[config.mk]
export PLATFORM = sky130hd
export DESIGN_NAME = ocsu_ctrl
export DESIGN_NICKNAME = d
export VERILOG_FILES = /design/src/rtl/ocsu_pkg.sv /design/src/rtl/ocsu_ctrl.sv
export SDC_FILE = /design/constraint.sdc
export NUM_CORES = 1
export LEC_CHECK = 0
export BUFFER_PORTS_ARGS = -buffer_cell sky130_fd_sc_hd__buf_4
export CORE_AREA = 4 4 41 43
export DETAILED_ROUTE_END_ITERATION = 7
export DIE_AREA = 0 0 45 47
export SYNTH_ARGS = -nofsm -noshare
export SYNTH_HDL_FRONTEND = slang
export SYNTH_SLANG_ARGS = --single-unit
[constraint.sdc]
create_clock -name clk -period 1.75 [get_ports clk]
set_input_delay 0.0875 -clock clk [delete_from_list [all_inputs] [get_ports clk]]
set_output_delay 0.0875 -clock clk [all_outputs]
set_load 0.05 [all_outputs]
[src/rtl/ocsu_pkg.sv]
// shared types, constants and helper functions for the occupancy cell state update block
package ocsu_pkg;

    // grid geometry and storage sizes
    localparam int GRID_ROWS = 128;
    localparam int GRID_COLS = 128;
    localparam int VIEW_BITS = 16;
    localparam int CELLS     = GRID_ROWS * GRID_COLS;
    localparam int ADDR_W    = $clog2(CELLS);
    localparam int ROW_W     = 7;
    localparam int COL_W     = 7;
    localparam int STATE_W   = 3;
    localparam int FRONT_W   = 15;
    localparam int NB_COUNT  = 8;
    localparam int NB_CNT_W  = $clog2(NB_COUNT + 1);
    localparam int NB_IDX_W  = $clog2(NB_COUNT);

    // cell state codes
    localparam logic [STATE_W-1:0] ST_UNKNOWN  = 3'd0;
    localparam logic [STATE_W-1:0] ST_FREE     = 3'd1;
    localparam logic [STATE_W-1:0] ST_OCCUPIED = 3'd2;
    localparam logic [STATE_W-1:0] ST_VISITED  = 3'd3;
    localparam logic [STATE_W-1:0] ST_FRONTIER = 3'd4;

    localparam logic [VIEW_BITS-1:0] VIEW_MAX = {VIEW_BITS{1'b1}};

    // request item
    typedef struct packed {
        logic [ROW_W-1:0]   cell_row;
        logic [COL_W-1:0]   cell_col;
        logic [STATE_W-1:0] wanted_state;
        logic               force_req;
    } req_t;

    // result item
    typedef struct packed {
        logic                 applied;
        logic [STATE_W-1:0]   prior_state;
        logic [STATE_W-1:0]   stored_state;
        logic [15:0]          view_count;
        logic [FRONT_W-1:0]   frontier_total;
        logic [ROW_W-1:0]     box_min_row;
        logic [COL_W-1:0]     box_min_col;
        logic [ROW_W:0]       box_max_row;
        logic [COL_W:0]       box_max_col;
    } res_t;

    // controller states
    typedef enum logic [2:0] {
        S_CLEAR,
        S_IDLE,
        S_READ,
        S_LATCH,
        S_SCAN,
        S_WRITE
    } ctrl_state_t;

    // controller to datapath commands
    typedef struct packed {
        logic clear_wr;
        logic capture;
        logic latch;
        logic scan;
        logic commit;
    } ctrl_cmd_t;

    // datapath to controller status
    typedef struct packed {
        logic clear_last;
        logic need_scan;
        logic scan_last;
        logic res_free;
    } ctrl_sts_t;

    // row offset of neighbour k, two's complement
    function automatic logic [ROW_W:0] nb_drow(input logic [NB_IDX_W-1:0] k);
        logic [ROW_W:0] d;
        unique case (k)
            3'd0, 3'd1, 3'd2: d = '1;
            3'd3, 3'd4:       d = '0;
            default:          d = (ROW_W+1)'(1);
        endcase
        return d;
    endfunction

    // column offset of neighbour k, two's complement
    function automatic logic [COL_W:0] nb_dcol(input logic [NB_IDX_W-1:0] k);
        logic [COL_W:0] d;
        unique case (k)
            3'd0, 3'd3, 3'd5: d = '1;
            3'd1, 3'd6:       d = '0;
            default:          d = (COL_W+1)'(1);
        endcase
        return d;
    endfunction

    // linear cell address, row major
    function automatic logic [ADDR_W-1:0] cell_addr(input logic [ROW_W-1:0] r,
                                                   input logic [COL_W-1:0] c);
        return ADDR_W'(32'(r) * GRID_COLS + 32'(c));
    endfunction

endpackage

[src/rtl/ocsu_ctrl.sv]
// controller state machine sequencing clear, read, neighbour scan and write back
module ocsu_ctrl (
    input  logic                 clk,
    input  logic                 rst_n,
    input  logic                 req_valid,
    output logic                 req_stall,
    input  ocsu_pkg::ctrl_sts_t  sts,
    output ocsu_pkg::ctrl_cmd_t  cmd
);

    ocsu_pkg::ctrl_state_t state_reg, state_next;

    // state register
    always_ff @(posedge clk or negedge rst_n)
    begin
        if (!rst_n)
        begin
            state_reg <= ocsu_pkg::S_CLEAR;
        end
        else
        begin
            state_reg <= state_next;
        end
    end

    // next state
    always_comb
    begin
        state_next = state_reg;
        unique case (state_reg)
            ocsu_pkg::S_CLEAR:
            begin
                if (sts.clear_last)
                begin
                    state_next = ocsu_pkg::S_IDLE;
                end
            end
            ocsu_pkg::S_IDLE:
            begin
                if (req_valid)
                begin
                    state_next = ocsu_pkg::S_READ;
                end
            end
            ocsu_pkg::S_READ:
            begin
                state_next = ocsu_pkg::S_LATCH;
            end
            ocsu_pkg::S_LATCH:
            begin
                state_next = sts.need_scan ? ocsu_pkg::S_SCAN : ocsu_pkg::S_WRITE;
            end
            ocsu_pkg::S_SCAN:
            begin
                if (sts.scan_last)
                begin
                    state_next = ocsu_pkg::S_WRITE;
                end
            end
            ocsu_pkg::S_WRITE:
            begin
                if (sts.res_free)
                begin
                    state_next = ocsu_pkg::S_IDLE;
                end
            end
            default:
            begin
                state_next = ocsu_pkg::S_IDLE;
            end
        endcase
    end

    // outputs
    always_comb
    begin
        cmd       = '0;
        req_stall = 1'b1;
        unique case (state_reg)
            ocsu_pkg::S_CLEAR:
            begin
                cmd.clear_wr = 1'b1;
            end
            ocsu_pkg::S_IDLE:
            begin
                req_stall   = 1'b0;
                cmd.capture = req_valid;
            end
            ocsu_pkg::S_READ:
            begin
            end
            ocsu_pkg::S_LATCH:
            begin
                cmd.latch = 1'b1;
            end
            ocsu_pkg::S_SCAN:
            begin
                cmd.scan = 1'b1;
            end
            ocsu_pkg::S_WRITE:
            begin
                cmd.commit = sts.res_free;
            end
            default:
            begin
            end
        endcase
    end

endmodule

==> results.yml <==
status:
  status: "finished clean"
power_and_ir_drop:
  leakage_nw: 0.176
  comb_power_share: 0.621
  p_switching_mw: 0.416
  seqPwrFrac: 0.223
  clock_power_share: 0.156
  p_int_mw: 0.373
  powerDensity_nw_per_um2: 2170
  switching_share: 0.527
  ir_worst_vdd_uv: 728
synth:
  synth_area_per_cell_um2: 7.98
  synth_nets: 36
  netlist_instances: 29
  yosys_warnings: 0
  yosysSeqAreaShare: 0.324
  synth-seq-cells: 3
  synth_area_um2: 231
  synth_cell_types: 16
finish:
  ff_latch_area_um2: 75.1
  fillers: 162
  largest_reg_flops: 3
  multi_input_area_um2: 139
  drive_gt1_frac: 0.455
  area_growth_pct: 56.8
  final_cells: 59
  fin_area_um2: 363
  nNetsFinal: 52
  insertedDiodeCount: 0
sta:
  post-route-period-util: 0.801
  fmax_ghz: 0.713
  final-hold-violation-count: 0
  drv_slew: 0
  tightest_slew_ns: 0.326
  rsz0062_at_grt: "no"
  setup_tns_ns: 0
  finClkSkew_ns: 0.000293
  maxSlewHeadroom: 0.783
  fin_crit_ns: 1.40
  finalSetupViolations: 0
  fin_ws_ns: 0.347
  fin_hold_ws_ns: 0.0971
clocking:
  post_cts_resized: 0
  cts_buffer_depth: 2
  clkLatencyLatePin_ns: 0.23
  numCtsBuffers: 3
  cts_sinks: 3
  clockRootBuffer: "clkbuf_4"
  clk_pin_slew_ns: 0.04
  cts_tree: "done"
  h-tree-depth: 1
route:
  viasPerCell: 4.02
  wirelength_um: 561
  drt-wirelength-per-cell_um: 9.51
  ant_nets: 0
  drt_iter0_markers: 3
  via_count: 237
  drc: 0
  dr.pass1.iters: 2
critical_path:
  critPathRequiredTime_ns: 1.66
  cp-end-kind: "output pin"
  critPathKind: "flip-flop to output pin"
  critPathLaunchType: "flip-flop"
  worst-path-max-fanout: 10
  arrival_ns: 1.32
floorplan:
  row_count: 13
  ios: 13
  start_util: 0.178
  chipHeight_um: 47
  die-area_um2: 2120
  core_area_um2: 1300
  die_x_um: 45
run:
  drv_cap: 0
global_routing:
  grt_pass1_vias: 234
  grt_first_pass_wirelength_um: 869
  grt-ovfl-total: 0
  antenna_found_initial: 0
  grt_start_max_net_pins: 11
  track_usage: 0.0625
place:
  port-buffer-count: 12
  placed_area_um2: 327
  place_congestion: 0.734
  placed_cells: 54
  post-place-ws_ns: 0.590
min_path:
  hold_path_class: "input port to flip-flop"
## per-layer routing
layer	up-vias	track usage	part of all wire	wire length, um
met2	11	0.0791	0.43	241
met3	2	0.0115	0.077	43
met1	99	0.0755	0.46	259
li1	125	-	-	-
met5	-	0	0	0
met4	0	0.0877	0.030	17
## metrics by stage
stage | total power, mW | utilization
5_1_grt | 0.840 | 0.279
2_1_floorplan | 0.565 | -
3_3_place_gp | 0.664 | 0.251
3_5_place_dp | 0.669 | 0.251
4_1_cts | 0.801 | 0.279
6_report | 0.788 | 0.279
## cells in the mapped netlist
library cell	instances	share of area
nor3_1	2	0.043
or2_1	1	0.027
nand2_1	4	0.065
nor3_2	1	0.043
inv_1	1	0.016
o211ai_1	1	0.032
o31ai_2	1	0.054
and2b_4	1	0.043
buf_6	1	0.049
dfrtp_1	3	0.32
nand2b_4	1	0.059
nor2_1	6	0.097
nand2b_1	1	0.027
a21oi_1	2	0.043
nor2b_1	2	0.054
buf_2	1	0.022
## worst max-delay path, stage by stage (launching register included)
cell	delay, ns
dfrtp_1	0.51
and2b_4	0.22
nand2b_1	0.08
nor2_2	0.08
buf_4	0.20
## cells in the final DEF (no fill, tap or decap)
cell,count
a21oi_1,2
and2b_4,1
buf_4,12
clkbuf_1,1
clkbuf_4,3
dfrtp_1,3
dlygate4sd3_1,1
inv_1,1
nand2_1,4
nand2b_1,1
nand2b_4,1
nor2_1,5
nor2_2,1
nor2b_1,2
nor3_1,2
nor3_2,1
o211ai_1,1
o31ai_2,1
or2_1,1
## power by group through the flow
stage	registers (mW)	clock network, mW	logic, mW
2_1_floorplan	0.121	0	0.445
3_3_place_gp	0.175	0	0.490
3_5_place_dp	0.176	0	0.492
4_1_cts	0.176	0.130	0.495
5_1_grt	0.184	0.136	0.521
6_report	0.176	0.123	0.489
## cells by family after synthesis
logic type             Yosys count  synth area share
AO/OA/AOI/OAI                    4             0.130
buffers and inverters            3            0.0864
flip-flops                       3             0.324
AND/OR/NAND/NOR                 19             0.459
## timing repair
item | CTS | global route
setup buffers | 0 | 0
hold endpoints to repair | 3 | 0
hold buffers | 1 | 0
## final timing paths
check                        startpoint           end  slack, ns  cells after the start
setup / recovery           state_reg[0]        cmd[3]       0.35                      4
hold / removal                req_valid  state_reg[1]        0.1                      3
setup reg to reg           state_reg[0]  state_reg[0]       0.72                      3
hold reg to reg            state_reg[2]  state_reg[1]       0.65                      1
max in group asynchronous         rst_n  state_reg[2]       1.48                      2
min in group asynchronous         rst_n  state_reg[0]       0.18                      2
## layout make-up
class | instances | share of cell area
inverter | 1 | 0.0103
sequential | 3 | 0.207
clock buffer | 4 | 0.0724
multi-input combinational | 23 | 0.383
timing repair buffer | 13 | 0.276
tap | 15 | 0.0517
No activity file was read; power rests on OpenSTA's default activity.
